[src/rtl/hffe_pkg.sv]
package hffe_pkg;

   // Build constants.
   localparam int MaxMarkBytes = 4;
   localparam int BufferBytes  = 4096;

   // Marks never exceed four bytes, whatever the build limit says.
   localparam int MarkLimit = (MaxMarkBytes < 4) ? MaxMarkBytes : 4;

   // Field and register widths.
   localparam int ByteW      = 8;
   localparam int MarkLenW   = 3;
   localparam int PatternW   = 32;
   localparam int FixedW     = 13;
   localparam int CsrIdxW    = 3;
   localparam int CsrDataW   = 32;
   localparam int WindowW    = 24;
   localparam int FillW      = 2;

   // The frame counter must hold both the size limit and any fixed length.
   localparam int BufCountW = $clog2(BufferBytes + 1);
   localparam int CountW    = (BufCountW > FixedW) ? BufCountW : FixedW;

   // Depth of the word queue between the front and the back.
   localparam int QueueDepth  = 4;
   localparam int QueuePtrW   = $clog2(QueueDepth);
   localparam int QueueCountW = $clog2(QueueDepth + 1);

   // Configuration register indexes.
   typedef enum logic [CsrIdxW-1:0] {
      CSR_HEADER_LEN   = 3'd0,
      CSR_HEADER_BYTES = 3'd1,
      CSR_FOOTER_LEN   = 3'd2,
      CSR_FOOTER_BYTES = 3'd3,
      CSR_FIXED_LENGTH = 3'd4
   } csr_index_type;

   typedef struct packed {
      logic [MarkLenW-1:0] header_len;
      logic [PatternW-1:0] header_bytes;
      logic [MarkLenW-1:0] footer_len;
      logic [PatternW-1:0] footer_bytes;
      logic [FixedW-1:0]   fixed_length;
   } cfg_type;

   // A queue entry is either one finished frame word or a whole header burst.
   typedef enum logic {
      ENTRY_BYTE,
      ENTRY_HEADER
   } entry_kind_type;

   // For a header entry, last marks a burst that closes the frame and good
   // is the verdict for its final word.
   typedef struct packed {
      entry_kind_type   kind;
      logic [ByteW-1:0] data;
      logic             first;
      logic             last;
      logic             good;
      logic             ovf;
   } entry_type;

   // Clip a programmed mark length to the supported number of bytes.
   function automatic logic [MarkLenW-1:0] mark_len(input logic [MarkLenW-1:0] n);
      logic [MarkLenW-1:0] lim;
      lim = MarkLenW'(MarkLimit);
      return (n > lim) ? lim : n;
   endfunction

   // Mask that keeps the low n bytes of a pattern.
   function automatic logic [PatternW-1:0] byte_mask(input logic [MarkLenW-1:0] n);
      logic [PatternW-1:0] m;
      unique case (n)
         3'd0:    m = 32'h0000_0000;
         3'd1:    m = 32'h0000_00FF;
         3'd2:    m = 32'h0000_FFFF;
         3'd3:    m = 32'h00FF_FFFF;
         default: m = 32'hFFFF_FFFF;
      endcase
      return m;
   endfunction

endpackage

[src/rtl/hffe_if.sv]
// Received byte channel.
interface hffe_req_if;
   logic                          valid;
   logic                          ready;
   logic [hffe_pkg::ByteW-1:0]    rx_byte;

   modport source (output valid, output rx_byte, input ready);
   modport sink (input valid, input rx_byte, output ready);
endinterface

// Frame word channel.
interface hffe_rsp_if;
   logic                          valid;
   logic                          ready;
   logic [hffe_pkg::ByteW-1:0]    frame_byte;
   logic                          frame_first;
   logic                          frame_last;
   logic                          frame_good;
   logic                          overflowed;

   modport source (output valid, output frame_byte, output frame_first,
                   output frame_last, output frame_good, output overflowed,
                   input ready);
   modport sink (input valid, input frame_byte, input frame_first,
                 input frame_last, input frame_good, input overflowed,
                 output ready);
endinterface

// Configuration write channel.
interface hffe_csr_if;
   logic                          valid;
   logic                          ready;
   logic [hffe_pkg::CsrIdxW-1:0]  index;
   logic [hffe_pkg::CsrDataW-1:0] data;

   modport source (output valid, output index, output data, input ready);
   modport sink (input valid, input index, input data, output ready);
endinterface

[src/rtl/header_footer_frame_extractor.sv]
// Header/footer deframer for a received byte stream. One byte is accepted
// per clock whenever the four-word queue between the classifier and the
// output stage has room; the word for a byte is registered in the queue and
// then in the output register. When the configured header is recognized,
// the output stage plays the header out as a burst of up to four words, one
// word per cycle while the receiver is ready. The queue absorbs bytes that
// arrive during the burst, except that a four-byte header followed by
// back-to-back bytes fills the queue and holds the input off. Words stream
// out at one per cycle whenever the receiver is ready. Configuration writes
// are taken on any cycle but must only be issued while the block is idle.
module header_footer_frame_extractor (
   input  logic       clock,
   input  logic       reset,
   hffe_req_if.sink   req_if,
   hffe_rsp_if.source rsp_if,
   hffe_csr_if.sink   csr_if
);

   hffe_pkg::cfg_type   cfg;
   hffe_pkg::entry_type push_entry;
   hffe_pkg::entry_type head;
   logic                push_valid;
   logic                pop;
   logic                queue_full;
   logic                queue_empty;

   // Configuration registers.
   hffe_csr u_csr (
      .clock  (clock),
      .reset  (reset),
      .csr_if (csr_if),
      .cfg    (cfg)
   );

   // Header hunt and frame byte classification.
   hffe_front u_front (
      .clock      (clock),
      .reset      (reset),
      .cfg        (cfg),
      .req_if     (req_if),
      .queue_full (queue_full),
      .push_valid (push_valid),
      .push_entry (push_entry)
   );

   // Decoupling queue.
   hffe_queue u_queue (
      .clock      (clock),
      .reset      (reset),
      .push_valid (push_valid),
      .push_entry (push_entry),
      .pop        (pop),
      .head       (head),
      .full       (queue_full),
      .empty      (queue_empty)
   );

   // Burst expansion and output register.
   hffe_back u_back (
      .clock  (clock),
      .reset  (reset),
      .cfg    (cfg),
      .head   (head),
      .empty  (queue_empty),
      .pop    (pop),
      .rsp_if (rsp_if)
   );

endmodule

[src/rtl/hffe_csr.sv]
module hffe_csr (
   input  logic              clock,
   input  logic              reset,
   hffe_csr_if.sink          csr_if,
   output hffe_pkg::cfg_type cfg
);

   hffe_pkg::cfg_type cfg_ff;
   hffe_pkg::cfg_type cfg_in;

   // Writes are always taken.
   assign csr_if.ready = 1'b1;
   assign cfg          = cfg_ff;

   // Decode the register index; unknown indexes are dropped.
   always_comb begin
      cfg_in = cfg_ff;
      if (csr_if.valid) begin
         unique case (hffe_pkg::csr_index_type'(csr_if.index))
            hffe_pkg::CSR_HEADER_LEN: begin
               cfg_in.header_len = csr_if.data[hffe_pkg::MarkLenW-1:0];
            end
            hffe_pkg::CSR_HEADER_BYTES: begin
               cfg_in.header_bytes = csr_if.data[hffe_pkg::PatternW-1:0];
            end
            hffe_pkg::CSR_FOOTER_LEN: begin
               cfg_in.footer_len = csr_if.data[hffe_pkg::MarkLenW-1:0];
            end
            hffe_pkg::CSR_FOOTER_BYTES: begin
               cfg_in.footer_bytes = csr_if.data[hffe_pkg::PatternW-1:0];
            end
            hffe_pkg::CSR_FIXED_LENGTH: begin
               cfg_in.fixed_length = csr_if.data[hffe_pkg::FixedW-1:0];
            end
            default: begin
            end
         endcase
      end
   end

   always_ff @(posedge clock) begin
      if (reset) begin
         cfg_ff <= '0;
      end else begin
         cfg_ff <= cfg_in;
      end
   end

endmodule

[src/rtl/hffe_front.sv]
module hffe_front (
   input  logic                clock,
   input  logic                reset,
   input  hffe_pkg::cfg_type   cfg,
   hffe_req_if.sink            req_if,
   input  logic                queue_full,
   output logic                push_valid,
   output hffe_pkg::entry_type push_entry
);

   localparam int CountW = hffe_pkg::CountW;

   logic                            collecting_ff, collecting_in;
   logic [hffe_pkg::WindowW-1:0]    window_ff, window_in;
   logic [hffe_pkg::FillW-1:0]      fill_ff, fill_in;
   logic [CountW-1:0]               count_ff, count_in;
   logic [hffe_pkg::PatternW-1:0]   tail_ff, tail_in;

   logic                            accept;
   logic [hffe_pkg::MarkLenW-1:0]   hl, fl, hl_m1, fill_inc;
   logic [CountW-1:0]               cnt_next, fixed_ext;
   logic [hffe_pkg::PatternW-1:0]   tail_next, cand, hdr_mask_m1;
   logic                            hit, end_pre, fb_last, fb_good, fb_ovf;
   logic                            hdr_match, hdr_terminal, hdr_good;

   assign req_if.ready = !queue_full;
   assign accept       = req_if.valid && !queue_full;

   // Frame byte classification: count, footer match, fixed end, size limit.
   always_comb begin
      hl        = hffe_pkg::mark_len(cfg.header_len);
      fl        = hffe_pkg::mark_len(cfg.footer_len);
      hl_m1     = hl - 3'd1;
      fixed_ext = CountW'(cfg.fixed_length);
      cnt_next  = count_ff + CountW'(1);
      tail_next = {tail_ff[hffe_pkg::PatternW-hffe_pkg::ByteW-1:0], req_if.rx_byte};
      hit = (fl != 3'd0) && (cnt_next >= CountW'(fl)) &&
            (((tail_next ^ cfg.footer_bytes) & hffe_pkg::byte_mask(fl)) == '0);
      if (cfg.fixed_length != '0) begin
         end_pre = cnt_next >= fixed_ext;
         fb_good = end_pre && ((fl == 3'd0) || hit);
      end else begin
         end_pre = hit;
         fb_good = hit;
      end
      fb_ovf  = !end_pre && (cnt_next >= CountW'(hffe_pkg::BufferBytes));
      fb_last = end_pre || fb_ovf;
   end

   // Header hunting over the sliding window.
   always_comb begin
      cand         = {window_ff, req_if.rx_byte};
      fill_inc     = {1'b0, fill_ff} + 3'd1;
      hdr_mask_m1  = hffe_pkg::byte_mask(hl_m1);
      hdr_match    = (fill_inc >= hl) &&
                     (((cand ^ cfg.header_bytes) & hffe_pkg::byte_mask(hl)) == '0);
      hdr_terminal = (cfg.fixed_length != '0) && (fixed_ext <= CountW'(hl));
      hdr_good     = (fixed_ext == CountW'(hl)) && (fl == 3'd0);
   end

   // State update and queue entry for an accepted byte.
   always_comb begin
      collecting_in = collecting_ff;
      window_in     = window_ff;
      fill_in       = fill_ff;
      count_in      = count_ff;
      tail_in       = tail_ff;
      push_valid    = 1'b0;
      push_entry    = '0;
      if (accept) begin
         if (collecting_ff || (hl == 3'd0)) begin
            push_valid       = 1'b1;
            push_entry.kind  = hffe_pkg::ENTRY_BYTE;
            push_entry.data  = req_if.rx_byte;
            push_entry.first = !collecting_ff;
            push_entry.last  = fb_last;
            push_entry.good  = fb_good;
            push_entry.ovf   = fb_ovf;
            if (fb_last) begin
               collecting_in = 1'b0;
               window_in     = '0;
               fill_in       = '0;
               count_in      = '0;
               tail_in       = '0;
            end else begin
               collecting_in = 1'b1;
               count_in      = cnt_next;
               tail_in       = tail_next;
            end
         end else if (!hdr_match) begin
            window_in = cand[hffe_pkg::WindowW-1:0] & hdr_mask_m1[hffe_pkg::WindowW-1:0];
            fill_in   = (fill_inc > hl_m1) ? hl_m1[hffe_pkg::FillW-1:0]
                                           : fill_inc[hffe_pkg::FillW-1:0];
         end else begin
            push_valid       = 1'b1;
            push_entry.kind  = hffe_pkg::ENTRY_HEADER;
            push_entry.first = 1'b1;
            push_entry.last  = hdr_terminal;
            push_entry.good  = hdr_good;
            window_in        = '0;
            fill_in          = '0;
            if (hdr_terminal) begin
               collecting_in = 1'b0;
               count_in      = '0;
               tail_in       = '0;
            end else begin
               collecting_in = 1'b1;
               count_in      = CountW'(hl);
               tail_in       = cfg.header_bytes & hffe_pkg::byte_mask(hl);
            end
         end
      end
   end

   always_ff @(posedge clock) begin
      if (reset) begin
         collecting_ff <= 1'b0;
         window_ff     <= '0;
         fill_ff       <= '0;
         count_ff      <= '0;
         tail_ff       <= '0;
      end else begin
         collecting_ff <= collecting_in;
         window_ff     <= window_in;
         fill_ff       <= fill_in;
         count_ff      <= count_in;
         tail_ff       <= tail_in;
      end
   end

endmodule

[src/rtl/hffe_queue.sv]
module hffe_queue (
   input  logic                clock,
   input  logic                reset,
   input  logic                push_valid,
   input  hffe_pkg::entry_type push_entry,
   input  logic                pop,
   output hffe_pkg::entry_type head,
   output logic                full,
   output logic                empty
);

   localparam int Depth  = hffe_pkg::QueueDepth;
   localparam int PtrW   = hffe_pkg::QueuePtrW;
   localparam int CountW = hffe_pkg::QueueCountW;

   hffe_pkg::entry_type entries_ff [Depth];
   logic [PtrW-1:0]     wr_ptr_ff, wr_ptr_in;
   logic [PtrW-1:0]     rd_ptr_ff, rd_ptr_in;
   logic [CountW-1:0]   count_ff, count_in;
   logic                do_push, do_pop;

   assign full    = count_ff == CountW'(Depth);
   assign empty   = count_ff == '0;
   assign head    = entries_ff[rd_ptr_ff];
   assign do_push = push_valid && !full;
   assign do_pop  = pop && !empty;

   // Pointer and occupancy bookkeeping.
   always_comb begin
      wr_ptr_in = do_push ? wr_ptr_ff + PtrW'(1) : wr_ptr_ff;
      rd_ptr_in = do_pop ? rd_ptr_ff + PtrW'(1) : rd_ptr_ff;
      count_in  = count_ff;
      if (do_push && !do_pop) begin
         count_in = count_ff + CountW'(1);
      end else if (do_pop && !do_push) begin
         count_in = count_ff - CountW'(1);
      end
   end

   always_ff @(posedge clock) begin
      if (reset) begin
         wr_ptr_ff <= '0;
         rd_ptr_ff <= '0;
         count_ff  <= '0;
      end else begin
         wr_ptr_ff <= wr_ptr_in;
         rd_ptr_ff <= rd_ptr_in;
         count_ff  <= count_in;
      end
   end

   // Entry storage.
   always_ff @(posedge clock) begin
      if (do_push) begin
         entries_ff[wr_ptr_ff] <= push_entry;
      end
   end

endmodule

[src/rtl/hffe_back.sv]
module hffe_back (
   input  logic                clock,
   input  logic                reset,
   input  hffe_pkg::cfg_type   cfg,
   input  hffe_pkg::entry_type head,
   input  logic                empty,
   output logic                pop,
   hffe_rsp_if.source          rsp_if
);

   localparam int ByteW = hffe_pkg::ByteW;

   logic                          valid_ff, valid_in;
   logic [ByteW-1:0]              byte_ff, byte_in;
   logic                          first_ff, first_in;
   logic                          last_ff, last_in;
   logic                          good_ff, good_in;
   logic                          ovf_ff, ovf_in;
   logic [1:0]                    idx_ff, idx_in;

   logic                          load, produce, burst_end;
   logic [hffe_pkg::MarkLenW-1:0] hl_m1_full;
   logic [1:0]                    hl_m1, sel;

   // The output register refills when it is empty or being taken.
   assign load    = !valid_ff || rsp_if.ready;
   assign produce = load && !empty;

   // Build the next word from the queue head, expanding header bursts.
   always_comb begin
      hl_m1_full = hffe_pkg::mark_len(cfg.header_len) - 3'd1;
      hl_m1      = hl_m1_full[1:0];
      sel        = hl_m1 - idx_ff;
      burst_end  = idx_ff == hl_m1;
      valid_in   = load ? !empty : valid_ff;
      byte_in    = byte_ff;
      first_in   = first_ff;
      last_in    = last_ff;
      good_in    = good_ff;
      ovf_in     = ovf_ff;
      idx_in     = idx_ff;
      pop        = 1'b0;
      if (produce) begin
         unique case (head.kind)
            hffe_pkg::ENTRY_BYTE: begin
               byte_in  = head.data;
               first_in = head.first;
               last_in  = head.last;
               good_in  = head.good;
               ovf_in   = head.ovf;
               pop      = 1'b1;
            end
            hffe_pkg::ENTRY_HEADER: begin
               byte_in  = cfg.header_bytes[{sel, 3'b000} +: ByteW];
               first_in = idx_ff == 2'd0;
               last_in  = burst_end && head.last;
               good_in  = burst_end && head.last && head.good;
               ovf_in   = 1'b0;
               pop      = burst_end;
               idx_in   = burst_end ? 2'd0 : idx_ff + 2'd1;
            end
            default: begin
            end
         endcase
      end
   end

   always_ff @(posedge clock) begin
      if (reset) begin
         valid_ff <= 1'b0;
         idx_ff   <= '0;
      end else begin
         valid_ff <= valid_in;
         idx_ff   <= idx_in;
      end
      byte_ff  <= byte_in;
      first_ff <= first_in;
      last_ff  <= last_in;
      good_ff  <= good_in;
      ovf_ff   <= ovf_in;
   end

   assign rsp_if.valid       = valid_ff;
   assign rsp_if.frame_byte  = byte_ff;
   assign rsp_if.frame_first = first_ff;
   assign rsp_if.frame_last  = last_ff;
   assign rsp_if.frame_good  = good_ff;
   assign rsp_if.overflowed  = ovf_ff;

endmodule

[src/flat_wrapper.sv]
// flat-port wrapper written by rule: the top's interface ports become plain ports
module header_footer_frame_extractor_flat 
  (clock, reset, req_if_valid, req_if_rx_byte, req_if_ready, rsp_if_valid, rsp_if_frame_byte, rsp_if_frame_first, rsp_if_frame_last, rsp_if_frame_good, rsp_if_overflowed, rsp_if_ready, csr_if_valid, csr_if_index, csr_if_data, csr_if_ready);
  hffe_req_if req_if_i ();
  hffe_rsp_if rsp_if_i ();
  hffe_csr_if csr_if_i ();
  input  logic clock;
  input  logic reset;
  input wire logic [$bits(req_if_i.valid)-1:0] req_if_valid;
  input wire logic [$bits(req_if_i.rx_byte)-1:0] req_if_rx_byte;
  output wire logic [$bits(req_if_i.ready)-1:0] req_if_ready;
  output wire logic [$bits(rsp_if_i.valid)-1:0] rsp_if_valid;
  output wire logic [$bits(rsp_if_i.frame_byte)-1:0] rsp_if_frame_byte;
  output wire logic [$bits(rsp_if_i.frame_first)-1:0] rsp_if_frame_first;
  output wire logic [$bits(rsp_if_i.frame_last)-1:0] rsp_if_frame_last;
  output wire logic [$bits(rsp_if_i.frame_good)-1:0] rsp_if_frame_good;
  output wire logic [$bits(rsp_if_i.overflowed)-1:0] rsp_if_overflowed;
  input wire logic [$bits(rsp_if_i.ready)-1:0] rsp_if_ready;
  input wire logic [$bits(csr_if_i.valid)-1:0] csr_if_valid;
  input wire logic [$bits(csr_if_i.index)-1:0] csr_if_index;
  input wire logic [$bits(csr_if_i.data)-1:0] csr_if_data;
  output wire logic [$bits(csr_if_i.ready)-1:0] csr_if_ready;
  assign req_if_i.valid = req_if_valid;
  assign req_if_i.rx_byte = req_if_rx_byte;
  assign req_if_ready = req_if_i.ready;
  assign rsp_if_valid = rsp_if_i.valid;
  assign rsp_if_frame_byte = rsp_if_i.frame_byte;
  assign rsp_if_frame_first = rsp_if_i.frame_first;
  assign rsp_if_frame_last = rsp_if_i.frame_last;
  assign rsp_if_frame_good = rsp_if_i.frame_good;
  assign rsp_if_overflowed = rsp_if_i.overflowed;
  assign rsp_if_i.ready = rsp_if_ready;
  assign csr_if_i.valid = csr_if_valid;
  assign csr_if_i.index = csr_if_index;
  assign csr_if_i.data = csr_if_data;
  assign csr_if_ready = csr_if_i.ready;
  header_footer_frame_extractor u_core (.clock(clock), .reset(reset), .req_if(req_if_i), .rsp_if(rsp_if_i), .csr_if(csr_if_i));
endmodule
[config.mk]
export PLATFORM = sky130hd
export DESIGN_NAME = header_footer_frame_extractor_flat
export DESIGN_NICKNAME = d
export VERILOG_FILES = /design/src/rtl/hffe_pkg.sv /design/src/rtl/hffe_if.sv /design/src/rtl/header_footer_frame_extractor.sv /design/src/rtl/hffe_csr.sv /design/src/rtl/hffe_front.sv /design/src/rtl/hffe_queue.sv /design/src/rtl/hffe_back.sv /design/src/flat_wrapper.sv
export SDC_FILE = /design/constraint.sdc
export NUM_CORES = 1
export LEC_CHECK = 0
export ABC_AREA = 1
export BUFFER_PORTS_ARGS = -buffer_cell sky130_fd_sc_hd__buf_2
export CAP_MARGIN = 10
export CORE_MARGIN = 8
export CORE_UTILIZATION = 50
export DETAILED_ROUTE_END_ITERATION = 8
export GPL_TIMING_DRIVEN = 0
export PLACE_DENSITY = 0.81
export SETUP_SLACK_MARGIN = 0.3
export SYNTH_ARGS = -nofsm -noshare
export SYNTH_HDL_FRONTEND = slang
export SYNTH_SLANG_ARGS = --single-unit
[constraint.sdc]
create_clock -name clock -period 3.2 [get_ports clock]
set_input_delay 0.48 -clock clock [delete_from_list [all_inputs] [get_ports clock]]
set_output_delay 0.48 -clock clock [all_outputs]
set_load 0.01 [all_outputs]
# ---- Word level (Yosys, flattened, before mapping)
# Memory sizes are Yosys's and may differ from the RTL's. A register that Yosys moved wholly into a read port is not among the register bits.
# Cells that the tools add are included.
dict set report op_classes {
  magnitude_cmp 8
  n_addsub 9
  shifts 1
  n_reduce_logical 46
  muxes 53
  n_eq_ne 17
  bitwise 7
}
# operator count
set op_table {}
lappend op_table {{24-bit two-way mux} 11}
lappend op_table {{32-bit case mux with 4 select lines} 2}
lappend op_table {{24-bit case mux with 4 select lines} 1}
lappend op_table {{32-bit bitwise AND} 2}
lappend op_table {{32-bit logical NOT} 2}
lappend op_table {{32-bit bitwise XOR} 2}
lappend op_table {{13-bit two-way mux} 4}
lappend op_table {{24-bit bitwise AND} 2}
lappend op_table {{32-bit by 6-bit variable part select with 8-bit output} 1}
lappend op_table {{3-bit by 2-bit equality test with 1-bit output (second input constant)} 8}
lappend op_table {{3-bit two-way mux} 7}
lappend op_table {{8-bit case mux with 2 select lines} 1}
lappend op_table {{2-bit AND reduction} 8}
lappend op_table {{1-bit logical AND} 15}
lappend op_table {{3-bit logical NOT} 5}
lappend op_table {{1-bit two-way mux} 14}
lappend op_table {{2-bit two-way mux} 7}
lappend op_table {{13-bit by 1-bit adder with 13-bit output (second input constant)} 1}
lappend op_table {{13-bit by 3-bit equality test with 1-bit output} 1}
lappend op_table {{13-bit greater-or-equal comparator} 1}
lappend op_table {{13-bit greater-or-equal comparator (second input constant)} 1}
lappend op_table {{13-bit by 3-bit greater-or-equal comparator with 1-bit output} 1}
lappend op_table {{13-bit by 3-bit <= comparator with 1-bit output} 1}
lappend op_table {{13-bit nonzero test} 1}
lappend op_table {{other kinds (20)} 42}
dict set report word_totals {
  output_inout_bits 15
  n_memories 1
  regBits 169
  ramBits 52
  wordCells 162
}
# memory words width rd rd_ports_with_merged_regs write_ports line_no
set mem_list {}
lappend mem_list {u_core.u_queue.entries_ff 4 13 1 1 1 hffe_queue.sv:16} ;# hffe_pkg::entry_type entries_ff [Depth];

# ---- Logic depth before layout (Yosys ltp)
# Gate-level depths: netlist (run 1).
dict set report depth {
  word_depth 15
  depth_mapped 23
}

# ---- Cells and area by module
# A second synthesis (run 1) with hierarchy kept.
dict set report hier_totals {
  hier_cells 1745
  area_unflattened_um2 12548.3
}
# mod area_per_inst_um2 n_inst cells_per_inst seq_area_each_um2
set modules_own_cells {}
lappend modules_own_cells {hffe_front 5520.3 1 926 1281.2}
lappend modules_own_cells {hffe_csr 3467.1 1 502 1661.6}
lappend modules_own_cells {hffe_queue 2461.1 1 196 1741.7}
lappend modules_own_cells {hffe_back 1099.8 1 121 420.4}

# ---- Worst setup path before layout (run 1)
# OpenSTA, ideal clock, no wires.
dict set report synth_path {
  path_kind {reg2reg}
  from {register u_core.u_csr.cfg_ff (netlist bit u_core.u_csr.cfg[82])}
  to {register u_core.u_queue.count_ff[2]}
  path_slack_ps -211
  setup_ps 122
  arrival_ps 3289
  stages_incl_launch_ff 24
  required_ps 3078
  path_cell_list {dfxtp_1 -> buf_6 -> clkinv_1 -> nand2_1 -> inv_1 -> ha_1 -> nor3_4 -> buf_4 -> a21oi_1 -> nor2_1 -> nand2_1 -> nor2_1 -> nand2_2 -> nand2_2 -> nand2_4 -> inv_2 -> buf_4 -> ha_1 -> inv_1 -> fa_1 -> a21oi_1 -> o21ai_0 -> o21ai_0 -> a21oi_1}
}
dict set report synth_via {
  elab_chain_cells 14
  elab_cells_between_ends 27
  cone_classes {1 x add/sub; 2 x order compare; 4 x eq/ne; 8 x mux; 1 x bitwise; 11 x reduce/logical}
}
# item line_no
set synth_lines {}
lappend synth_lines {{start: declaration} hffe_csr.sv:8} ;# hffe_pkg::cfg_type cfg_ff;
lappend synth_lines {{start signal: assignment} hffe_csr.sv:45} ;# cfg_ff <= cfg_in;
lappend synth_lines {{3-bit greater-than comparator} hffe_pkg.sv:67} ;# return (n > lim) ? lim : n;
lappend synth_lines {{3-bit two-way mux *} hffe_pkg.sv:67}
lappend synth_lines {{3-bit by 2-bit equality test with 1-bit output, or another cell as far along} hffe_pkg.sv:73} ;# unique case (n)
lappend synth_lines {{32-bit case mux with 4 select lines} hffe_pkg.sv:73}
lappend synth_lines {{32-bit bitwise AND} hffe_front.sv:56} ;# (((cand ^ cfg.header_bytes) & hffe_pkg::byte_mask(hl)) == '0);
lappend synth_lines {{32-bit logical NOT} hffe_front.sv:56}
lappend synth_lines {{1-bit logical AND} hffe_front.sv:55} ;# hdr_match = (fill_inc >= hl) &&
lappend synth_lines {{1-bit two-way mux} hffe_front.sv:90} ;# end else if (!hdr_match) begin
lappend synth_lines {{1-bit two-way mux *} hffe_front.sv:71} ;# if (collecting_ff || (hl == 3'd0)) begin
lappend synth_lines {{1-bit two-way mux *} hffe_front.sv:70} ;# if (accept) begin
lappend synth_lines {{1-bit logical AND *} hffe_queue.sv:25} ;# assign do_push = push_valid && !full;
lappend synth_lines {{named net u_core.u_queue.do_push} hffe_queue.sv:20} ;# logic do_push, do_pop;
lappend synth_lines {{1-bit logical NOT} hffe_queue.sv:35} ;# end else if (do_pop && !do_push) begin
lappend synth_lines {{1-bit logical AND} hffe_queue.sv:35}
lappend synth_lines {{2-bit nonzero test (no line)} --}
lappend synth_lines {{end signal: assignment} hffe_queue.sv:48} ;# count_ff <= count_in;
lappend synth_lines {{end: declaration} hffe_queue.sv:19} ;# logic [CountW-1:0] count_ff, count_in;
# Mark *: on every way through the listed nets, which the timed path passes. The rest lies on a longest branch.
# A chain may end at the register's enable or synchronous reset.

# ---- Final worst setup path (run 1)
# Same ends and word-level chain as after synthesis.

==> metrics.cfg, run 1 <==
[min_path]
hp-class=input port to register
min-delay-start=csr_if_data[28]
hold_end=u_core.u_csr.cfg[76]
hold_path_depth=3

[power_and_ir_drop]
vdd_drop_max_uv=480
leakagePower_nw=5.69
power_density_mw_per_mm2=750

[detailed_routing]
drtAntennaViolNets=0
drt_iter0_drc=1106
wl_met3_um=2890
vias_per_cell=5.52
wl_met2_um=16400
topRoutingLayerUsed=met4
wirelength_um=35700
drt-met1-wl_um=15100
dr_total_vias=11300
first_pass_iters=6
drc_errors=0
wl_per_cell_um=17.5

[setup_path]
path_max_fanout=8
worstSetupPathType=register to register
crit_family=adder cells
timing.rr.end=u_core.u_queue.count_ff[2]
reg2regPathDepth=20
cp_num_cells=20
critical_path_arrival_ns=3.41
crit_chain=buf_8 > nor2_4 > inv_4 > ha_1 > a21oi_1 > o21bai_2 > nand3_1 > nor2_1 > nand2_2 > nand2_4 > nand2_8 > inv_8 > buf_8 > ha_4 > inv_2 > fa_2 > a21oi_2 > o21ai_1 > o21ai_1 > a21oi_1
cp_data_required_time_ns=3.61
end_kind=register
r2r_slack_ns=0.19
cp-start-kind=register
cp-startpoint=u_core.u_csr.cfg[82]
slowest_stage=fa_2
rr_startpoint=u_core.u_csr.cfg[82]
path_buf_inv=5
critPathMaxStageDelay_ns=0.37

[clock_tree]
clk_path_buf_depth=3
clk_root_buffer_cell=clkbuf_16
postCtsHoldBufs=0
clock_latency_ns=0.54
tritoncts=done
htree_levels=1
tritoncts.num_buffers=25
cts.sinks=223
clk_pin_slew_worst_paths_ns=0.06

[yosys]
ys_ff_latch=223
syn-num-nets=1679
syn_area_mm2=0.0117
synth_top_area_cell=dfxtp_1
yosys.area_share.simple=0.244
synth_fa_ha_area_frac=0.0433
synth-compound-area-share=0.157
ys_warn_count=0
synth_top_family_by_area=simple AND/OR/NAND/NOR gates
synth_xor_area_frac=0.0224
synthTopCellsByArea=dfxtp_1 (27%), edfxtp_1 (16%), nand2_1 (9.9%)
synthMuxAreaShare=0
syn-instance-count=1591
ys_types=40
synth_top_area_share=0.271
ys_seq_area_frac=0.435
avgSynthCellArea_um2=7.37

[cells_and_area]
mostFrequentLayoutCells=nand2_1 (304), nor2_1 (183), inv_1 (182)
drive_above_1_share=0.126
fin_area_mm2=0.0139
fillers=2068
mostFrequentLayoutCell=nand2_1
area_growth_pct=18.5
n_antenna_cell=0
fin_nets=1791

[floorplan]
die_area_mm2=0.0286
core-area_mm2=0.0233
ios=63
die_y_um=169
start_util=0.504
die_w_um=169
rows=56

[global_route]
grt_pass1_vias=10400
grt-ovfl-total=0
grt_max_degree=17
grt_pass1_wl_um=55100
antenna_found_initial=0
grt_use_total=0.241

[sta]
finClkSkew_ns=0.0210
setup_viol_count_final=0
tightest_slew_ns=0.865
timing.final.max_slew_violations=0
hold_violations=0
tns_ns=0
period_share=0.939
hold_slack_ns=0.212
relSlewSlack=0.423
fmax_mhz=333
period_minus_slack_ns=3.01
rsz0062_at_grt=true

[placed_design]
placedInstanceArea_mm2=0.0126
dp_hpwl_um=26800
gp_congestion=0.968
port_buffers=61

[outcome]
run_status=finished, final reports clean

[run]
maxCapViolations=0

## what timing repair did
| item | in CTS | in global routing |
|---|---|---|
| pin swaps | 9 | 8 |
| buffers inserted | 15 | 7 |
| resized for setup | 25 | 29 |
| endpoints found under the setup margin | 88 | 115 |
## where the power goes
| group | leakage (nW) | internal [mW] | switching, mW |
|---|---|---|---|
| sequential | 1.90 | 3.43 | 0.288 |
| clock | 0.457 | 2.03 | 1.21 |
| combinational | 3.34 | 1.25 | 2.22 |
## metrics by stage
step                      worst slack (ns)  instances  power [mW]  utilization
after global routing                0.0673       2041        11.0        0.597
after global placement              -0.200       1971        6.84        0.539
final                                0.195       2041        10.4        0.597
after floorplan                      0.243       1591        5.97            -
after CTS                            0.253       2034        10.3        0.589
after detailed placement            -0.224       1973        6.95        0.540
## metal layers
metal  vias up  global-route usage
li1       5450                   -
met1      5227               0.317
met5         -                   0
met4         0               0.101
met3        90              0.0342
met2       494               0.394
## state kept, by name, summed over array words and instances (netlist names), 2 cells and up, named ones only
name and count:
u_core.u_back.idx_ff 2, u_core.u_back.rsp_if.frame_byte 8, u_core.u_csr.cfg 83, u_core.u_front.count_ff 13, u_core.u_front.fill_ff 2, u_core.u_front.tail_ff 24, u_core.u_front.window_ff 24, u_core.u_queue.count_ff 3
u_core.u_queue.entries_ff 52, u_core.u_queue.rd_ptr_ff 2, u_core.u_queue.wr_ptr_ff 2
## synth_stat cells (all sizes together)
library cell	number
a21oi	167
and2	1
edfxtp	64
a21o	1
nor3	32
conb	1
clkinv	4
fa	1
o22ai	12
nor4	1
a31oi	14
buf	33
nand3	104
clkbuf	47
nand3b	16
o21ai	133
nor2	199
dfxtp	159
o211ai	19
a21boi	1
inv	187
ha	39
o21bai	1
a22oi	1
nand4	7
xnor2	28
nand2	317
xor2	2
## how the worst max path moves through the flow
stage	endpoint	slack [ns]
6_report	u_core.u_queue.count_ff[2]	0.19
2_1_floorplan	u_core.u_queue.count_ff[2]	0.24
3_3_place_gp	u_core.u_queue.count_ff[1]	-0.20
4_1_cts	u_core.u_queue.count_ff[2]	0.25
3_5_place_dp	u_core.u_queue.count_ff[2]	-0.22
5_1_grt	u_core.u_queue.count_ff[2]	0.07
## layout make-up
cell class / count / area [um2] / share of cell area
Buffer: 80 / 455 / 0.0328
Clock buffer: 32 / 693 / 0.0499
Clock inverter: 14 / 246 / 0.0177
Inverter: 191 / 747 / 0.0537
Multi-Input combinational cell: 1097 / 5710 / 0.411
Sequential cell: 223 / 5120 / 0.368
Tap cell: 319 / 399 / 0.0287
Timing Repair Buffer: 85 / 527 / 0.0379
## worst reg2reg max path: cells and delay by family, from the launching register on
family                     cells  cell delay (ns)
AOI/OAI and AO/OA              6             0.69
and+or+nand+nor                6             0.70
buffers and inverters          5             0.41
adders and majority gates      3             0.78
DFF                            1             0.32
## cell families after synthesis
logic type / count (synthesis)
buffers and inverters: 271
XOR/XNOR: 30
adder cells (fa/ha/maj): 40
other: 1
flip-flops: 223
AND/OR/NAND/NOR: 677
AO/OA/AOI/OAI: 349
Note: power is estimated with default switching activity, not from simulation.
==> run 2, diff against run 1 <==
- RECOVER_POWER: default -> 100
==> metrics.cfg, run 2 (synthesized netlist as in run 1, its figures left out) <==
[sta]
relSlewSlack=0.406
period_minus_slack_ns=3.02
tns_ns=0
fin_ws_ns=0.180
timing.final.max_slew_violations=0
setup_viol_count_final=0
period_share=0.944
fmax_mhz=331
rsz0062_at_grt=true
tightest_slew_ns=0.891
hold_violations=0
hold_slack_ns=0.216
finClkSkew_ns=0.0216

[min_path]
hp-class=input port to register
hold_path_depth=3
min-delay-start=csr_if_data[25]
hold_end=u_core.u_csr.cfg[73]

[outcome]
run_status=finished, final reports clean

[power_and_ir_drop]
p_sw_frac=0.358
power_frac_comb=0.323
leakagePower_nw=5.59
power_mw=10.3
vdd_drop_max_uv=479
p_switching_mw=3.68
p_int_mw=6.60
p_seq_frac=0.362
power_density_mw_per_mm2=749
p_clk_frac=0.315

[setup_path]
path_max_fanout=13
critical_path_arrival_ns=3.18
path_buf_inv=4
crit_chain=buf_8 > clkinv_8 > nand2_8 > inv_6 > ha_1 > nand2_1 > a21oi_1 > o21bai_2 > nand3_1 > nor2_1 > nand2_1 > nand2_4 > nand2_8 > buf_2 > nor2_2
cp-start-kind=register
r2r_slack_ns=0.18
end_kind=register
cp_data_required_time_ns=3.36
rr_startpoint=u_core.u_csr.cfg[82]
slowest_stage=nor2_2
timing.rr.end=u_core.u_queue.entries_ff[1][12]
crit_family=simple AND/OR/NAND/NOR gates
worstSetupPathType=register to register
critPathMaxStageDelay_ns=0.59
reg2regPathDepth=15

[detailed_routing]
dr_total_vias=11200
drc_errors=0
wirelength_um=35700
first_pass_iters=6
vias_per_cell=5.49
drt_iter0_drc=1117
drtAntennaViolNets=0
wl_per_cell_um=17.5

[placed_design]
port_buffers=61
gp_congestion=0.968
pre_cts_ws_ns=-0.224
dp_hpwl_um=26800
placed_cells=1973

[floorplan]
die_w_um=169
die_y_um=169
start_util=0.504
rows=56
core-area_mm2=0.0233
die_area_mm2=0.0286
ios=63

[cells_and_area]
area_growth_pct=17.1
n_antenna_cell=0
mostFrequentLayoutCells=nand2_1 (305), nor2_1 (188), inv_1 (182)
stdcell_count=2041
drive_above_1_share=0.106
fin_nets=1791
largest_register_ffs=83
mostFrequentLayoutCell=nand2_1

[global_route]
antenna_found_initial=0
grt_use_total=0.241
grt-ovfl-total=0
grt_pass1_vias=10400
grt_max_degree=17
grt_pass1_wl_um=55100

[clock_tree]
cts.sinks=223
htree_levels=1
clk_path_buf_depth=3
postCtsHoldBufs=0
tritoncts.num_buffers=25
clk_root_buffer_cell=clkbuf_16
clk_pin_slew_worst_paths_ns=0.06
tritoncts=done
clock_latency_ns=0.54

[run]
maxCapViolations=0

[run 2: cell count changes in the layout (fill, tap and decap cells not counted), moves of 3 or more]
cell | previous run | this run
buf_4 | 22 | 19
buf_2 | 69 | 52
buf_12 | 3 | 0
buf_6 | 14 | 9
nor2_4 | 9 | 5
nor2_1 | 183 | 188
clkbuf_1 | 49 | 73
clkbuf_2 | 2 | 7
[run 2: stage by stage]
stage | area [um2] | utilization
after floorplan | 11800 | -
after global placement | 12500 | 0.539
after detailed placement | 12600 | 0.540
after CTS | 13700 | 0.589
after global routing | 13700 | 0.590
final | 13700 | 0.590
[run 2: tightest hold or removal path: cells and delay by family]
kind	cells	cell delay, ns
buffers and inverters	1	0.09
AND/OR/NAND/NOR	2	0.14
[run 2: power by group through the flow]
stage                     Sequential, mW  Clock (mW)  Combinational, mW
final                               3.73        3.24               3.32
after global routing                3.77        3.38               3.71
after CTS                           3.71        3.26               3.30
after detailed placement            3.76           0               3.19
after global placement              3.75           0               3.09
after floorplan                     3.72           0               2.25
[run 2: routing by layer]
metal / global-route usage / wire (um) / vias up
li1: - / - / 5451
met1: 0.317 / 15200 / 5186
met2: 0.394 / 16300 / 484
met3: 0.0342 / 2800 / 88
met4: 0.101 / 1370 / 0
met5: 0 / 0 / -
[run 2: cell type report]
cell class / count / area, um2
clock buffer: 32 / 693
fill: 2114 / 9530
sequential: 223 / 5110
tap: 319 / 399
inverter: 191 / 747
timing repair buffer: 85 / 444
buffer: 80 / 422
clock inverter: 14 / 246
multi-input combinational: 1097 / 5660
[run 2: how the worst max path moves through the flow]
stage | from | endpoint | slack [ns] | depth (start not counted)
6_report | u_core.u_csr.cfg[82] | u_core.u_queue.entries_ff[1][12] | 0.18 | 15
5_1_grt | u_core.u_csr.cfg[82] | u_core.u_queue.count_ff[2] | 0.06 | 23
4_1_cts | u_core.u_csr.cfg[82] | u_core.u_queue.count_ff[2] | 0.25 | 20
3_5_place_dp | u_core.u_csr.cfg[82] | u_core.u_queue.count_ff[2] | -0.22 | 23
3_3_place_gp | rsp_if_ready | u_core.u_queue.count_ff[1] | -0.20 | 9
2_1_floorplan | u_core.u_csr.cfg[82] | u_core.u_queue.count_ff[2] | 0.24 | 23
[run 2: what timing repair did]
action / 4_1_cts / 5_1_grt
endpoints found under the setup margin: 88 / 115
setup buffers: 15 / 7
pin swaps: 9 / 8
gates cloned: 0 / 0
gates resized for setup: 25 / 29
